--- src/hw/rtl/ptwt_pkg.sv ---
`default_nettype none
package ptwt_pkg;

  localparam int PERIOD_BITS = 31;

  localparam logic [2:0] OP_ADVANCE = 3'd0;
  localparam logic [2:0] OP_GREEDY  = 3'd1;
  localparam logic [2:0] OP_FORCE   = 3'd2;
  localparam logic [2:0] OP_SLIDE   = 3'd3;
  localparam logic [2:0] OP_SET     = 3'd4;

  typedef struct packed {
    logic en;     // consume one bit of every operand
    logic first;  // least significant bit of a pass
    logic sub;    // first adder subtracts
  } alu_ctrl_t;

  typedef struct packed {
    logic lt;     // lhs < rhs over the bits seen so far
    logic le;     // lhs <= rhs over the bits seen so far
  } alu_flags_t;

endpackage
`default_nettype wire

--- src/hw/rtl/ptwt_req_if.sv ---
`default_nettype none
interface ptwt_req_if #(
  parameter int TICK_BITS = 32
);
  logic                 valid;
  logic                 ready;
  logic [2:0]           opcode;
  logic [TICK_BITS-1:0] tick_value;

  modport source (output valid, output opcode, output tick_value, input ready);
  modport sink   (input valid, input opcode, input tick_value, output ready);
endinterface
`default_nettype wire

--- src/hw/rtl/ptwt_rsp_if.sv ---
`default_nettype none
interface ptwt_rsp_if #(
  parameter int TICK_BITS = 32
);
  logic                 valid;
  logic                 ready;
  logic                 changed;
  logic [TICK_BITS-1:0] window_start;
  logic [TICK_BITS-1:0] window_end;

  modport source (output valid, output changed, output window_start, output window_end,
                  input ready);
  modport sink   (input valid, input changed, input window_start, input window_end,
                  output ready);
endinterface
`default_nettype wire

--- src/hw/rtl/ptwt_cfg_if.sv ---
`default_nettype none
interface ptwt_cfg_if;
  logic                             valid;
  logic                             ready;
  logic [ptwt_pkg::PERIOD_BITS-1:0] window_period;

  modport source (output valid, output window_period, input ready);
  modport sink   (input valid, input window_period, output ready);
endinterface
`default_nettype wire

--- src/hw/rtl/periodic_time_window_tracker.sv ---
// Periodic time window tracker.
// Channels: req carries one event (opcode, tick_value); rsp returns one item
// per event (changed, window_start, window_end); cfg writes window_period and
// is always ready. Write cfg only while no event is in flight.
// Ticks pass through a bit-serial adder and compare slice one bit a cycle,
// least significant bit first; one pass walks the window bounds over the full tick width.
// Advance, greedy advance, slide, set start and unknown opcodes run one
// pass, a decide step and a write into the output register; the next event
// is taken once the block is back in idle.
// Force advance, when it moves the window, adds the remainder divider (one
// bit a cycle) and a second serial pass between the decide and write steps.
// One event is worked on at a time; req.ready is high only when idle.
// The result sits in an output register, so a new event is accepted while
// rsp waits; if rsp is still stalled when the next result is done, the block
// holds that result until the output register frees.
// Reset (rst, synchronous) gives the window [0, 1) and a period of one,
// empties the output register and needs no clearing pass.
`default_nettype none
module periodic_time_window_tracker #(
  parameter int TICK_BITS = 32
) (
  input  wire logic clk,
  input  wire logic rst,
  ptwt_cfg_if.sink  cfg,
  ptwt_req_if.sink  req,
  ptwt_rsp_if.source rsp
);

  localparam int W        = TICK_BITS;
  localparam int PB       = ptwt_pkg::PERIOD_BITS;
  localparam int CNT_BITS = $clog2(W);
  localparam logic [CNT_BITS-1:0] LAST = CNT_BITS'(W - 1);

  localparam logic [2:0] S_IDLE   = 3'd0;
  localparam logic [2:0] S_PASS1  = 3'd1;
  localparam logic [2:0] S_DECIDE = 3'd2;
  localparam logic [2:0] S_DIV    = 3'd3;
  localparam logic [2:0] S_PASS2  = 3'd4;
  localparam logic [2:0] S_WRITE  = 3'd5;

  logic [2:0]          state, state_next;
  logic [CNT_BITS-1:0] cnt;
  logic [PB-1:0]       period;
  logic [PB-1:0]       p_eff;
  logic [W-1:0]        p_wide;
  logic [W-1:0]        start_tick, end_tick;
  logic [W-1:0]        sh_s, sh_e, sh_v, sh_p;
  logic [W-1:0]        sh_r1, sh_r2, sh_r3;
  logic [2:0]          op;
  logic                chg, chg_next;
  logic                out_valid, out_changed;
  logic [W-1:0]        out_start, out_end;
  logic [W-1:0]        new_end;
  logic                accept, pass, load_out, go_div;
  logic                div_start, div_done;
  logic [PB-1:0]       div_rem;
  logic [W+PB-1:0]     p_ext, rem_ext;

  ptwt_pkg::alu_ctrl_t  alu_ctrl;
  ptwt_pkg::alu_flags_t flags;
  logic a1, b1, sub, c2, a3, b3, lhs, rhs;
  logic sum1, sum2, sum3;

  assign p_eff   = (period == '0) ? PB'(1) : period;
  assign p_ext   = {{W{1'b0}}, p_eff};
  assign p_wide  = p_ext[W-1:0];
  assign rem_ext = {{W{1'b0}}, div_rem};

  assign accept   = req.valid && req.ready;
  assign pass     = (state == S_PASS1) || (state == S_PASS2);
  assign load_out = (state == S_WRITE) && (!out_valid || rsp.ready);
  assign go_div   = (op == ptwt_pkg::OP_FORCE) && chg_next;
  assign div_start = (state == S_DECIDE) && go_div;
  assign new_end  = (op == ptwt_pkg::OP_SLIDE) ? sh_r3 : sh_r2;

  assign req.ready        = (state == S_IDLE);
  assign cfg.ready        = 1'b1;
  assign rsp.valid        = out_valid;
  assign rsp.changed      = out_changed;
  assign rsp.window_start = out_start;
  assign rsp.window_end   = out_end;

  // operand routing for one serial bit
  always_comb begin
    a1  = 1'b0;
    b1  = 1'b0;
    sub = 1'b0;
    c2  = 1'b0;
    a3  = 1'b0;
    b3  = 1'b0;
    rhs = sh_v[0];
    case (op)
      ptwt_pkg::OP_ADVANCE, ptwt_pkg::OP_GREEDY: begin
        a1 = sh_s[0];
        b1 = sh_p[0];
        c2 = sh_p[0];
        a3 = sh_e[0];
        b3 = sh_p[0];
      end
      ptwt_pkg::OP_FORCE: begin
        // first pass: span = v - start; second pass: start = v - remainder
        a1  = sh_v[0];
        b1  = sh_s[0];
        sub = 1'b1;
        c2  = sh_p[0];
        rhs = sh_s[0];
      end
      ptwt_pkg::OP_SLIDE: begin
        a1 = sh_s[0];
        b1 = sh_v[0];
        a3 = sh_e[0];
        b3 = sh_v[0];
      end
      ptwt_pkg::OP_SET: begin
        a1 = sh_v[0];
        c2 = sh_p[0];
      end
      default: begin
        a1 = 1'b0;
      end
    endcase
  end

  always_comb begin
    case (op)
      ptwt_pkg::OP_ADVANCE: lhs = sum3;
      ptwt_pkg::OP_GREEDY:  lhs = sh_e[0];
      ptwt_pkg::OP_FORCE:   lhs = sh_v[0];
      default:              lhs = 1'b0;
    endcase
  end

  assign alu_ctrl.en    = pass;
  assign alu_ctrl.first = pass && (cnt == '0);
  assign alu_ctrl.sub   = sub;

  ptwt_serial_alu u_alu (
    .clk   (clk),
    .rst   (rst),
    .ctrl  (alu_ctrl),
    .a1    (a1),
    .b1    (b1),
    .c2    (c2),
    .a3    (a3),
    .b3    (b3),
    .lhs   (lhs),
    .rhs   (rhs),
    .sum1  (sum1),
    .sum2  (sum2),
    .sum3  (sum3),
    .flags (flags)
  );

  ptwt_rem_div #(
    .TICK_BITS (W)
  ) u_div (
    .clk    (clk),
    .rst    (rst),
    .start  (div_start),
    .span   (sh_r1),
    .period (p_eff),
    .done   (div_done),
    .rem    (div_rem)
  );

  always_comb begin
    case (op)
      ptwt_pkg::OP_ADVANCE: chg_next = flags.le;
      ptwt_pkg::OP_GREEDY:  chg_next = flags.lt;
      ptwt_pkg::OP_FORCE:   chg_next = !flags.lt;
      ptwt_pkg::OP_SLIDE:   chg_next = 1'b1;
      ptwt_pkg::OP_SET:     chg_next = !sh_v[W-1];
      default:              chg_next = 1'b0;
    endcase
  end

  always_comb begin
    state_next = state;
    case (state)
      S_IDLE:   if (accept) state_next = S_PASS1;
      S_PASS1:  if (cnt == LAST) state_next = S_DECIDE;
      S_DECIDE: state_next = go_div ? S_DIV : S_WRITE;
      S_DIV:    if (div_done) state_next = S_PASS2;
      S_PASS2:  if (cnt == LAST) state_next = S_WRITE;
      S_WRITE:  if (load_out) state_next = S_IDLE;
      default:  state_next = S_IDLE;
    endcase
  end

  always_ff @(posedge clk) begin
    if (rst) begin
      state      <= S_IDLE;
      cnt        <= '0;
      period     <= PB'(1);
      start_tick <= '0;
      end_tick   <= W'(1);
      out_valid  <= 1'b0;
      chg        <= 1'b0;
    end else begin
      state <= state_next;
      if (cfg.valid) begin
        period <= cfg.window_period;
      end
      if (accept || (state == S_DIV)) begin
        cnt <= '0;
      end else if (pass) begin
        cnt <= (cnt == LAST) ? '0 : cnt + 1'b1;
      end
      if (state == S_DECIDE) begin
        chg <= chg_next;
      end
      if (load_out) begin
        out_valid <= 1'b1;
        if (chg) begin
          start_tick <= sh_r1;
          end_tick   <= new_end;
        end
      end else if (rsp.ready) begin
        out_valid <= 1'b0;
      end
    end
  end

  always_ff @(posedge clk) begin
    if (accept) begin
      op   <= req.opcode;
      sh_s <= start_tick;
      sh_e <= end_tick;
      sh_v <= req.tick_value;
      sh_p <= p_wide;
    end else if (pass) begin
      // operands rotate so they are whole again after a pass
      sh_s  <= {sh_s[0], sh_s[W-1:1]};
      sh_e  <= {sh_e[0], sh_e[W-1:1]};
      sh_v  <= {sh_v[0], sh_v[W-1:1]};
      sh_p  <= {sh_p[0], sh_p[W-1:1]};
      sh_r1 <= {sum1, sh_r1[W-1:1]};
      sh_r2 <= {sum2, sh_r2[W-1:1]};
      sh_r3 <= {sum3, sh_r3[W-1:1]};
    end else if ((state == S_DIV) && div_done) begin
      sh_s <= rem_ext[W-1:0];
    end
    if (load_out) begin
      out_changed <= chg;
      out_start   <= chg ? sh_r1 : start_tick;
      out_end     <= chg ? new_end : end_tick;
    end
  end

  a_one_item: assert property (@(posedge clk) disable iff (rst)
    accept |=> !req.ready)
    else $error("second item accepted while one is in flight");

  a_div_phase: assert property (@(posedge clk) disable iff (rst)
    div_done |-> (state == S_DIV))
    else $error("divider finished outside the divide phase");

  a_pass_end: assert property (@(posedge clk) disable iff (rst)
    ((state == S_PASS1) && (cnt == LAST)) |=> (state == S_DECIDE))
    else $error("serial pass overran the tick width");

  a_slide_moves: assert property (@(posedge clk) disable iff (rst)
    (load_out && (op == ptwt_pkg::OP_SLIDE)) |=> rsp.changed)
    else $error("slide reported no change");

endmodule
`default_nettype wire

--- src/hw/rtl/ptwt_serial_alu.sv ---
`default_nettype none
module ptwt_serial_alu (
  input  wire logic                 clk,
  input  wire logic                 rst,
  input  wire ptwt_pkg::alu_ctrl_t  ctrl,
  input  wire logic                 a1,
  input  wire logic                 b1,
  input  wire logic                 c2,
  input  wire logic                 a3,
  input  wire logic                 b3,
  input  wire logic                 lhs,
  input  wire logic                 rhs,
  output logic                      sum1,
  output logic                      sum2,
  output logic                      sum3,
  output ptwt_pkg::alu_flags_t      flags
);

  logic cy1, cy2, cy3, lt, eq;
  logic ci1, ci2, ci3, b1x;
  logic co1, co2, co3, lt_next, eq_next, lt_in, eq_in;

  always_comb begin
    b1x  = b1 ^ ctrl.sub;
    ci1  = ctrl.first ? ctrl.sub : cy1;
    ci2  = ctrl.first ? 1'b0 : cy2;
    ci3  = ctrl.first ? 1'b0 : cy3;
    sum1 = a1 ^ b1x ^ ci1;
    co1  = (a1 & b1x) | (a1 & ci1) | (b1x & ci1);
    // second adder chains on the first sum in the same cycle
    sum2 = sum1 ^ c2 ^ ci2;
    co2  = (sum1 & c2) | (sum1 & ci2) | (c2 & ci2);
    sum3 = a3 ^ b3 ^ ci3;
    co3  = (a3 & b3) | (a3 & ci3) | (b3 & ci3);
    // lsb first compare: a higher differing bit overrides the verdict
    lt_in   = ctrl.first ? 1'b0 : lt;
    eq_in   = ctrl.first ? 1'b1 : eq;
    lt_next = (lhs != rhs) ? (~lhs & rhs) : lt_in;
    eq_next = eq_in & (lhs == rhs);
  end

  always_ff @(posedge clk) begin
    if (rst) begin
      cy1 <= 1'b0;
      cy2 <= 1'b0;
      cy3 <= 1'b0;
      lt  <= 1'b0;
      eq  <= 1'b1;
    end else if (ctrl.en) begin
      cy1 <= co1;
      cy2 <= co2;
      cy3 <= co3;
      lt  <= lt_next;
      eq  <= eq_next;
    end
  end

  assign flags.lt = lt;
  assign flags.le = lt | eq;

endmodule
`default_nettype wire

--- src/hw/rtl/ptwt_rem_div.sv ---
`default_nettype none
module ptwt_rem_div #(
  parameter int TICK_BITS = 32
) (
  input  wire logic                             clk,
  input  wire logic                             rst,
  input  wire logic                             start,
  input  wire logic [TICK_BITS-1:0]             span,
  input  wire logic [ptwt_pkg::PERIOD_BITS-1:0] period,
  output logic                                  done,
  output logic [ptwt_pkg::PERIOD_BITS-1:0]      rem
);

  localparam int PB       = ptwt_pkg::PERIOD_BITS;
  localparam int CNT_BITS = $clog2(TICK_BITS);
  localparam logic [CNT_BITS-1:0] LAST = CNT_BITS'(TICK_BITS - 1);

  logic                 busy;
  logic [CNT_BITS-1:0]  cnt;
  logic [TICK_BITS-1:0] sh;
  logic [PB:0]          trial;
  logic [PB:0]          diff;
  logic                 ge;
  logic [PB-1:0]        rem_next;

  // restoring division, one quotient bit a cycle, only the remainder is kept
  always_comb begin
    trial    = {rem, sh[TICK_BITS-1]};
    diff     = trial - {1'b0, period};
    ge       = trial >= {1'b0, period};
    rem_next = ge ? diff[PB-1:0] : trial[PB-1:0];
  end

  always_ff @(posedge clk) begin
    if (rst) begin
      busy <= 1'b0;
      done <= 1'b0;
      cnt  <= '0;
    end else if (start) begin
      busy <= 1'b1;
      done <= 1'b0;
      cnt  <= '0;
    end else begin
      done <= busy && (cnt == LAST);
      if (busy) begin
        cnt <= cnt + 1'b1;
        if (cnt == LAST) begin
          busy <= 1'b0;
        end
      end
    end
  end

  always_ff @(posedge clk) begin
    if (start) begin
      rem <= '0;
      sh  <= span;
    end else if (busy) begin
      rem <= rem_next;
      sh  <= {sh[TICK_BITS-2:0], 1'b0};
    end
  end

endmodule
`default_nettype wire
--- src/flat_wrapper.sv ---
// flat-port wrapper written by rule: the top's interface ports become plain ports
module periodic_time_window_tracker_flat 
#(
  parameter int TICK_BITS = 32
)
  (clk, rst, cfg_valid, cfg_window_period, cfg_ready, req_valid, req_opcode, req_tick_value, req_ready, rsp_valid, rsp_changed, rsp_window_start, rsp_window_end, rsp_ready);
  ptwt_cfg_if cfg_i ();
  ptwt_req_if #(.TICK_BITS(TICK_BITS)) req_i ();
  ptwt_rsp_if #(.TICK_BITS(TICK_BITS)) rsp_i ();
  input  wire logic clk;
  input  wire logic rst;
  input wire logic [$bits(cfg_i.valid)-1:0] cfg_valid;
  input wire logic [$bits(cfg_i.window_period)-1:0] cfg_window_period;
  output wire logic [$bits(cfg_i.ready)-1:0] cfg_ready;
  input wire logic [$bits(req_i.valid)-1:0] req_valid;
  input wire logic [$bits(req_i.opcode)-1:0] req_opcode;
  input wire logic [$bits(req_i.tick_value)-1:0] req_tick_value;
  output wire logic [$bits(req_i.ready)-1:0] req_ready;
  output wire logic [$bits(rsp_i.valid)-1:0] rsp_valid;
  output wire logic [$bits(rsp_i.changed)-1:0] rsp_changed;
  output wire logic [$bits(rsp_i.window_start)-1:0] rsp_window_start;
  output wire logic [$bits(rsp_i.window_end)-1:0] rsp_window_end;
  input wire logic [$bits(rsp_i.ready)-1:0] rsp_ready;
  assign cfg_i.valid = cfg_valid;
  assign cfg_i.window_period = cfg_window_period;
  assign cfg_ready = cfg_i.ready;
  assign req_i.valid = req_valid;
  assign req_i.opcode = req_opcode;
  assign req_i.tick_value = req_tick_value;
  assign req_ready = req_i.ready;
  assign rsp_valid = rsp_i.valid;
  assign rsp_changed = rsp_i.changed;
  assign rsp_window_start = rsp_i.window_start;
  assign rsp_window_end = rsp_i.window_end;
  assign rsp_i.ready = rsp_ready;
  periodic_time_window_tracker #(.TICK_BITS(TICK_BITS)) u_core (.clk(clk), .rst(rst), .cfg(cfg_i), .req(req_i), .rsp(rsp_i));
endmodule
--- config.mk ---
export PLATFORM = sky130hd
export DESIGN_NAME = periodic_time_window_tracker_flat
export DESIGN_NICKNAME = d
export VERILOG_FILES = /design/src/hw/rtl/ptwt_pkg.sv /design/src/hw/rtl/ptwt_req_if.sv /design/src/hw/rtl/ptwt_rsp_if.sv /design/src/hw/rtl/ptwt_cfg_if.sv /design/src/hw/rtl/periodic_time_window_tracker.sv /design/src/hw/rtl/ptwt_serial_alu.sv /design/src/hw/rtl/ptwt_rem_div.sv /design/src/flat_wrapper.sv
export SDC_FILE = /design/constraint.sdc
export NUM_CORES = 1
export LEC_CHECK = 0
export ABC_AREA = 1
export BUFFER_PORTS_ARGS = -buffer_cell sky130_fd_sc_hd__clkbuf_2
export CAP_MARGIN = 20
export CORE_UTILIZATION = 58
export DETAILED_ROUTE_END_ITERATION = 6
export PLACE_DENSITY = 0.83
export REMOVE_ABC_BUFFERS = 1
export SLEW_MARGIN = 15
export SYNTH_ARGS = -nofsm -noshare
export SYNTH_HDL_FRONTEND = slang
export SYNTH_SLANG_ARGS = --single-unit
--- constraint.sdc ---
create_clock -name clk -period 5.1 [get_ports clk]
set_input_delay 0.765 -clock clk [delete_from_list [all_inputs] [get_ports clk]]
set_output_delay 0.765 -clock clk [all_outputs]
set_load 0.01 [all_outputs]
== After elaboration in Yosys (flattened, before gate mapping) ==
Cells that the tools add are included.
Operators by class
  add/sub/neg operators: 3
  $lt $le $gt $ge: 1
  equal/unequal tests: 18
  multiplexer cells: 44
  bitwise logic cells: 27
  reduce and logical (&&, ||, !) cells: 31
Operator list (count)
  two-way mux 32 bit: 12
  two-way mux 31 bit: 4
  greater-or-equal comparator 32 x 31 -> 1 bit: 1
  zero test 31 bit: 1
  subtractor 31 bit: 1
  two-way mux 3 bit: 6
  case mux 3 bit (6 select lines): 1
  two-way mux 1 bit: 15
  == test 3 x 2 -> 1 bit (second input constant): 4
  bitwise AND 1 bit: 11
  adder 5 x 1 -> 5 bit (second input constant): 2
  == test 5 bit (second input constant): 2
  == test 3 bit (second input constant): 3
  inequality test 2 bit (second input constant): 4
  nonzero test 2 bit: 4
  OR reduction 2 bit: 4
  logical AND 1 bit: 7
  OR 1 bit: 7
  bitwise XOR 1 bit: 7
  == test 3 x 1 -> 1 bit (second input constant): 2
  zero test 3 bit: 2
  case mux 1 bit (3 select lines): 2
  zero test 5 bit: 1
  two-way mux 5 bit: 1
  13 further kinds: 20
Storage, ports and cells
  register bits: 472
  logic and storage cells: 153

== Depth between registers and ports, before layout ==
Gate-level depths: netlist (run 1).
  word-level depth: 9
  gate-level depth with buffers: 19
  gate-level depth less buffers: 18

== Modules after synthesis ==
A second synthesis (run 1) with hierarchy kept.
Second synthesis, totals
  cells, all modules: 2531
  area, all modules: 22310.1 um2
By module, submodules not included
  periodic_time_window_tracker: times used 1, cells each 1540, area an instance 16126.7 um2, seq. area each 10860.4 um2
  ptwt_rem_div: times used 1, cells each 944, area an instance 5848.1 um2, seq. area each 1721.7 um2
  ptwt_serial_alu: times used 1, cells each 47, area an instance 335.3 um2, seq. area each 100.1 um2

== Worst setup path after synthesis (run 1) ==
No wires, ideal clock.
  kind: reg-to-reg
  start: reg u_core.state[1]
  end: reg u_core.sh_r1[0] (enable)
  arrival time: 3516 ps
  required time: 4603 ps
  slack: 1087 ps
  cell stages (with the launch flop): 7
  buffers on the path: 1
  period minus slack after synthesis: 4013 ps
  cell sequence: dfxtp_1 inv_1 nand2_1 inv_1 nand2_1 nand2_1 clkbuf_1
Between the ends
  cells in the longest elaborated chain, start to end: 4
  elaborated cells between the ends (all ways): 7
  classes of those cells: 2 x eq/ne; 1 x bitwise; 4 x reduce/logical
RTL lines
  start, declared: RTL line periodic_time_window_tracker.sv:41  | logic [2:0] state, state_next;
  start signal, assigned: RTL line periodic_time_window_tracker.sv:200  | state <= state_next;
  zero test 3 bit: RTL line periodic_time_window_tracker.sv:76  | assign req.ready = (state == S_IDLE);
  logical AND 1 bit: RTL line periodic_time_window_tracker.sv:69  | assign accept = req.valid && req.ready;
  NOT 1 bit (no line)
  AND reduction 2 bit (no line) (*)
  end signal, assigned: RTL line periodic_time_window_tracker.sv:237  | sh_r1 <= {sum1, sh_r1[W-1:1]};
  end, declared: RTL line periodic_time_window_tracker.sv:48  | logic [W-1:0] sh_r1, sh_r2, sh_r3;
Mark *: on every way between the ends. The rest lies on a longest branch, timed or not.
A chain may end at the register's enable or synchronous reset.

== Worst setup path in the final report (run 1) ==
  start: reg u_core.period[4]
  end: reg u_core.u_div.rem[9] in the netlist's numbering
Between the ends
  cells in the longest elaborated chain, start to end: 4
  elaborated cells between the ends (all ways): 5
  classes of those cells: 1 x add/sub; 1 x order compare; 2 x mux; 1 x reduce/logical
RTL lines
  start, declared: RTL line periodic_time_window_tracker.sv:43  | logic [PB-1:0] period;
  start signal, assigned: RTL line periodic_time_window_tracker.sv:202  | period <= cfg.window_period;
  zero test 31 bit: RTL line periodic_time_window_tracker.sv:64  | assign p_eff = (period == '0) ? PB'(1) : period;
  two-way mux 31 bit (*): RTL line periodic_time_window_tracker.sv:64
  subtractor 31 bit / greater-or-equal comparator 32 x 31 -> 1 bit (equally long branches): RTL line ptwt_rem_div.sv:29, ptwt_rem_div.sv:30
  two-way mux 31 bit (*): RTL line ptwt_rem_div.sv:31  | rem_next = ge ? diff[PB-1:0] : trial[PB-1:0];
  end signal, assigned: RTL line ptwt_rem_div.sv:59  | rem <= rem_next;
  end, declared: RTL line ptwt_rem_div.sv:11  | output logic [ptwt_pkg::PERIOD_BITS-1:0] rem
Marks and branches as above.

==> run summary, run 1 <==
The classification of the worst setup path was reg -> reg. The flop and latch count out of synthesis came out at 472. Across the routed clock network, the largest skew measured is 0.01281 ns.

The repair_antennas step left the layout with diodes totalling 0. The logs give 0.240 for the power share of the clock group and 69 for the number of rows created at floorplan. In the post-synthesis netlist, the biggest area contributors are edfxtp_1, dfxtp_1, nand2_1, inv_1, o21ai_0.

The core region area came out at 35910 sq um. The logs give 46 for the distinct cell type count after synthesis and 0.3650 for the relative max-transition margin. For the total CTS buffers, the log shows 48.

The analysis attributes to cell leakage a power of 0.01018 uW. The portion of the clock cycle consumed by the worst path in the final layout was 0.6725; the combinational fraction of design power was 0.322. The share of async-settable or async-resettable flops after synthesis is 0, and the die area is 37610 sq um. The number of H-tree branching levels is 2, and the minimum setup slack in the final design is 1.670 ns. The logs give 0 for the number of antenna violations at the first check in global routing and 5526 uW for the net switching component of the power. The area growth from synthesis to layout was 12.39%; the cell area reported after detailed placement was 22310 sq um. Endpoint kind of the worst setup timing path: a flop. For the pin with the worst max-slew slack, the measured transition is 0.9525 ns.

On the final layout, the worst hold slack is 0.3676 ns. For the power share of the sequential group, the log shows 0.438. The post-CTS repair timing setup buffer count came out at 0. Number of port buffers: 137. The switching part of the total was 0.3660; the number of top-level pins was 139. The worst path required time was 5.59 ns.

After routing the design area is 24010 sq um. The run finished with clean final reports. The total iterations of the first detailed-routing run was 6; the total number of vias was 16110.

The maximum VDD drop came out at 0.3428 mV. The min-delay analysis places its worst path in the category in -> reg. The worst hold path stage count was 1. The congestion estimate from routability-driven global placement came to 0.9188. The cell count of the worst reg-to-reg path is 17.

At the later pin of the worst-skew pair, clock insertion delay measures 0.58 ns. In this run the worst path has a maximum fanout of 32. The average via count per standard cell was 5.557; the mean instance size in the synthesized netlist was 9.293 sq um.

The placed wire-length estimate after detailed placement was 33130 um. By count the netlist is led by nand2_1, edfxtp_1, inv_1, o21ai_0, dfxtp_1. TritonCTS built the clock tree. After the first detailed-routing iteration, the DRC count stood at 1227. For the number of global-route vias before repair, the log shows 15510.

Detailed-route wire length: 49060 um. The power density normalized to cell area was 628.7 nW/um^2; the final net count was 2510. OpenSTA, run right after detailed placement, puts the worst setup slack at 1.532 ns.

Number of buffers on the longest clock path: 3. For the fraction of the yosys area taken by sequential cells, the log shows 0.5936. Remaining design rule violation count: 0. STA puts the critical path data arrival time at 3.92 ns.

The highest clock frequency the design can meet was 291.6 MHz. The per-cell routed wire length came out at 16.92 um. The clock drives 472 sinks.

For this run, the number of Yosys warnings is 0. Counting I/O delays and the setup requirement, the final critical path takes 3.430 ns. Count of flip-flops with a built-in enable after synthesis: 323. The most frequently used flop master after synthesis was edfxtp_1. After global routing the overflow that remains totals 0. The count of placed standard cells in the final layout, fillers left out was 2899; the fraction of final layout cells sized beyond drive strength 1 was 0.1202.

Number of instances resized during post-cts repair: 0. The run gives 9571 uW as the internal power. The height of the chip was 193.9 um. The horizontal extent of the die was 193.9 um; the post-placement cell count was 2807. Entering global routing, the biggest net connects 109 pins. The wire length of the first global-routing pass was 79480 um.

The cell sitting at the root of the clock tree is a clkbuf_16. The final hold violation count is 0. Setup repair after global routing left no endpoint under its margin. In the post-synthesis netlist, the cell with the most instances is nand2_1. For this design, the CTS-stage hold fixing added 0 buffers. The count of nets left with antenna violations once routing finished came out at 0. The cell type with the highest aggregate area in the netlist is edfxtp_1. The global routing usage summed across all routing layers is 0.2631.

For the cell area after technology mapping, the log shows 21360 sq um. The initial core utilization came out at 0.5949. The run gives 0 as the final count of pins violating max slew. The worst setup path is launched from a flop. The synthesized netlist cell count was 2299; the clock-pin slew of the registers on the worst-case setup and hold paths was 0.06 ns. Setup violations remaining at the end of the flow were counted as 0.

The tool flagged a number of max-cap violations equal to 0. The share of the synthesized area in the top cell type came out at 0.4540.
==> kinds of logic (layout without fill, tap and decap cells) <==
group,count (synthesis),in the layout,synth area share
buffers and inverters,411,550,0.07701
other,1,1,0.0001755
xor gates and xnor gates,18,18,0.007379
DFF,472,472,0.5936
and+or+nand+nor,944,944,0.1794
AOI/OAI and AO/OA,412,412,0.1170
adders and majority gates,41,41,0.02542
==> power by group through the flow <==
stage	Sequential, uW	Combinational [uW]	Clock (uW)
after floorplan	6520	3520	0
after global placement	6600	4640	0
after detailed placement	6640	4790	0
after CTS	6600	4840	3670
after global routing	6730	5500	3830
final	6610	4860	3620
==> cells in the final DEF (no fill, tap or decap), drive strengths merged <==
master  count
nand2     682
edfxtp    323
inv       305
o21ai     215
clkbuf    210
dfxtp     149
nor2      131
nand3      95
a21oi      90
ha         37
o22ai      34
a211oi     33
o221ai     31
buf        18
xnor2      13
clkinv     13
nor3       11
nand4       9
nor4        8
xor2        5
and2        4
fa          4
bufinv      4
nand3b      3
a22o        2
a31oi       1
a32o        1
o21bai      1
o211a       1
and3        1
a221oi      1
o21a        1
o211ai      1
conb        1
==> cell type report <==
type,count,area (sq um)
Inverter,305,1147
Fill cell,2772,11900
Sequential cell,472,12690
Clock inverter,17,219.0
Clock buffer,73,1436
Timing Repair Buffer,155,885.9
Multi-Input combinational cell,1416,7061
Tap cell,461,576.8
==> final timing paths <==
kind	startpoint	end	slack [ns]
min reg2reg	u_core.sh_r2[28]$_DFFE_PP_	u_core.sh_r2[27]$_DFFE_PP_	0.45
max	u_core.period[4]$_SDFFE_PP0P_	u_core.u_div.rem[9]$_SDFFE_PP0P_	1.67
min	req_opcode[1]	u_core.op[1]$_DFFE_PP_	0.37
max reg2reg	u_core.period[4]$_SDFFE_PP0P_	u_core.u_div.rem[9]$_SDFFE_PP0P_	1.67
==> through the flow <==
stage	setup TNS (ns)	power, uW	util
5_1_grt	0	16060	0.6686
3_3_place_gp	0	11240	0.6204
3_5_place_dp	0	11430	0.6212
2_1_floorplan	-185.65	10040	-
4_1_cts	0	15110	0.6673
6_report	0	15100	0.6686
==> critical path, cell delays in order, from the launching register on <==
cell      delay (ns)
dfxtp_1         0.31
nor4_1          0.46
nand4_1         0.20
o21bai_1        0.33
ha_1            0.26
fa_1            0.23
inv_1           0.09
nand2_1         0.06
nand2_1         0.06
nand3_1         0.08
nand2_2         0.10
nand2_2         0.08
nand3_2         0.08
nand2_4         0.30
nand2_4         0.30
nand2_1         0.20
nand3_1         0.09
o21ai_1         0.09
==> registers in the layout, summed over array words and instances (netlist names), 5 cells and up <==
name                     flops
u_core.sh_s                 32
u_core.u_div.rem            31
u_core.u_div.cnt             5
u_core.sh_e                 32
u_core.start_tick           32
u_core.sh_r1                32
u_core.rsp.window_end       32
u_core.sh_v                 32
u_core.sh_p                 32
u_core.cnt                   5
u_core.sh_r2                32
u_core.period               31
u_core.sh_r3                32
u_core.end_tick             32
u_core.u_div.sh             32
u_core.rsp.window_start     32
==> layer usage <==
layer | vias to the layer above | share of wire | track usage
met2 | 596 | 0.48 | 0.4400
met3 | 66 | 0.066 | 0.04540
li1 | 7834 | - | -
met5 | - | 0 | 0
met1 | 7613 | 0.44 | 0.3535
met4 | 0 | 0.022 | 0.07613
(Power assumes the default switching activity.)
==> run 2: changes to the inputs <==
Clock period 5.1 ns to 3.47 ns, I/O delays scaled along.
==> run summary, run 2 (synthesized netlist as in run 1, its figures left out) <==
The average via count per standard cell works out to 5.492 (-1.2%). The total iterations of the first detailed-routing run was 5 (-1); the number of port buffers was 137 (unchanged). The post-placement cell count was 2817 (+0.36%). The tools report the highest clock frequency the design can meet as 326.6 MHz (+12%).

In this run the most critical hold path is launched from req_opcode[1]. The global placement routability congestion was 0.9360 (+1.9%). The horizontal extent of the die is 193.9 um (unchanged). Count of hold-fix buffers inserted at cts: 0 (unchanged).

The tools report the pin count of the biggest net entering global routing as 85 (-22%). The final count of pins violating max slew came out at 0 (unchanged). The static leakage power is 0.01015 uW (-0.24%).

Most numerous cell on the critical path: nand2_1. The initial core utilization was 0.5949 (unchanged); the die area was 37610 sq um (unchanged). The run gives 0.58 ns (about the same) as the clock latency reported for the late side of the worst-skew pair. The end point of the most critical hold path is u_core.op[1]$_DFFE_PP_. The run finished with clean final reports. The critical-path maximum fanout was 32 (unchanged); the sum of overflow across all layers after global routing was 0 (unchanged). For the minimum setup slack in the final design, the log shows 0.4077 ns (-1.263 ns). The critical path is of the reg -> reg type. The run gives 0 (unchanged) as the remaining number of nets flagged by the antenna check after routing. The total number of vias was 15940 (-1.0%); the worst path required time was 3.97 ns (-1.62 ns). The reg-to-reg setup timing slack was 0.41 ns (-1.26 ns); the antenna diode count was 0 (unchanged). The portion of the clock cycle consumed by the worst path in the final layout is 0.8825 (+0.2100). The count of max-cap constraint violations is 0 (unchanged). The endpoint identified for the worst register-to-register timing path is u_core.u_div.rem[4]$_SDFFE_PP0P_. The final hold violation count is 0 (unchanged), and the fraction of final layout cells sized beyond drive strength 1 is 0.1204 (+0.0002126). The maximum VDD drop came out at 0.5339 mV (+56%).

The power density normalized to cell area was 919.5 nW/um^2 (+46%); the number of antenna violations at the first check in global routing was 0 (unchanged). The count of placed standard cells in the final layout, fillers left out was 2903 (+0.14%). In the layout the commonest cells are nand2_1, edfxtp_1, inv_1.

The height of the chip was 193.9 um (unchanged); the final setup skew was 0.02536 ns (+0.01256 ns). The tools report the core region area as 35910 sq um (unchanged). The min-delay analysis places its worst path in the category in -> reg. The dominant delay contributor by cell family on the critical path was simple AND/OR/NAND/NOR gates.

The clock-pin slew of the registers on the worst-case setup and hold paths is 0.06 ns (about the same), and the number of rows created at floorplan is 69 (unchanged). The global routing usage summed across all routing layers was 0.2642 (+0.001093); the per-cell routed wire length was 16.82 um (-0.59%). The tools report the clock root buffer as clkbuf_16.

The worst hold path stage count works out to 1 (unchanged). The cell count of the worst reg-to-reg path is 17 (unchanged). The worst setup path is captured at a flop. Number of clock sinks seen by CTS: 472 (unchanged).

TritonCTS built the clock tree. The worst register-to-register path begins at u_core.period[16]$_SDFFE_PP0P_. The remaining design rule violation count is 0 (unchanged), and the critical path's largest stage delay is 0.35 ns (-0.11 ns). For the post-CTS repair timing setup buffer count, the log shows 0 (unchanged). For the arrival time at the worst endpoint, the log shows 3.57 ns (-0.35 ns). The critical path goes through nor4_1, nand4_1, o21bai_1, ha_1, fa_1, inv_1, nand2_1, nand2_1, nand3_1, nand2_2, nand2_2, nand3_2, nand2_8, nand2_8, nand2_1, nand3_1, o21ai_1.

The total CTS buffers came out at 46 (-4.2%). The worst setup path is launched from a flop. The tools report the end-of-flow core utilization as 0.6682 (about the same).

The tools report the relative max-transition margin as 0.3927 (+0.02767). The number of H-tree branching levels was 2 (unchanged); the number of buffer and inverter instances along the worst setup path was 1 (unchanged). Area growth from synthesis to layout: 12.32% (about the same). The final net count was 2517 (+0.28%). For the final number of setup-violating endpoints, the log shows 0 (unchanged). The wire length of the first global-routing pass was 79950 um (+0.59%). The most critical setup path has its startpoint at u_core.period[16]$_SDFFE_PP0P_.

For this design, the slowest cell found on the critical path is nor4_1. The run gives 139 (unchanged) as the number of top-level pins. The transition time of the tightest slew-check pin came out at 0.9110 ns (-0.04151 ns). The most common cell after layout, fill and taps aside was nand2_1.

For the detailed-route wire length, the log shows 48840 um (-0.45%). The number of global-route vias before repair came out at 15620 (+0.72%). Setup repair after global routing left no endpoint under its margin. For the post-place setup slack, the log shows 0.2896 ns (-1.242 ns).

Placed wire-length estimate after detailed placement: 33290 um (+0.48%). The time the worst path needs with I/O delays and setup was 3.062 ns (-0.3673 ns); the number of buffers on the longest clock path was 3 (unchanged). For the DRC marker count from the first detailed-route iteration, the log shows 1276 (+4.0%).
## run 2: per-stage QoR
stage          hold WS, ns  total power, uW  cell area, sq um  setup TNS, ns
5_1_grt             0.1087            23490             24000              0
6_report            0.1164            22060             24000              0
3_3_place_gp        0.4265            16660             22410              0
3_5_place_dp        0.4272            16960             22410              0
4_1_cts            0.09599            22090             23950              0
2_1_floorplan       0.4208            14360             20860        -579.68
## run 2: layer usage
metal	global-route usage	vias to the layer above	wire, um
met5	0	-	0
met4	0.08789	0	1224
met3	0.03792	92	3010
met2	0.4432	512	23260
met1	0.3543	7497	21340
li1	-	7842	-
## run 2: layout make-up
class	count	area, sq um
Multi-Input combinational cell	1416	7078
Inverter	305	1147
Clock buffer	66	1318
Clock inverter	19	220.2
Sequential cell	472	12690
Tap cell	461	576.8
Timing Repair Buffer	164	970.9
Fill cell	2766	11920
## run 2: how the worst max path moves through the flow
stage / cells after the start / end / slack (ns)
finish: 17 / u_core.u_div.rem[4]$_SDFFE_PP0P_ / 0.41
global route: 17 / u_core.u_div.rem[4]$_SDFFE_PP0P_ / 0.09
CTS: 17 / u_core.u_div.rem[4]$_SDFFE_PP0P_ / 0.22
detailed placement: 17 / u_core.u_div.rem[4]$_SDFFE_PP0P_ / 0.29
global placement: 17 / u_core.u_div.rem[30]$_SDFFE_PP0P_ / 0.48
floorplan: 8 / u_core.sh_s[0]$_DFFE_PP_ / -3.11
## run 2: power by group
group          switching, uW  internal, uW
Clock                   2110          2950
Combinational           5050          2260
Sequential               983          8720
Total                   8130         13900
## run 2: timing repair
item | 4_1_cts | 5_1_grt
resized for setup | 0 | 2
endpoints found under the hold margin | 0 | 0
setup endpoints to repair | 0 | 31
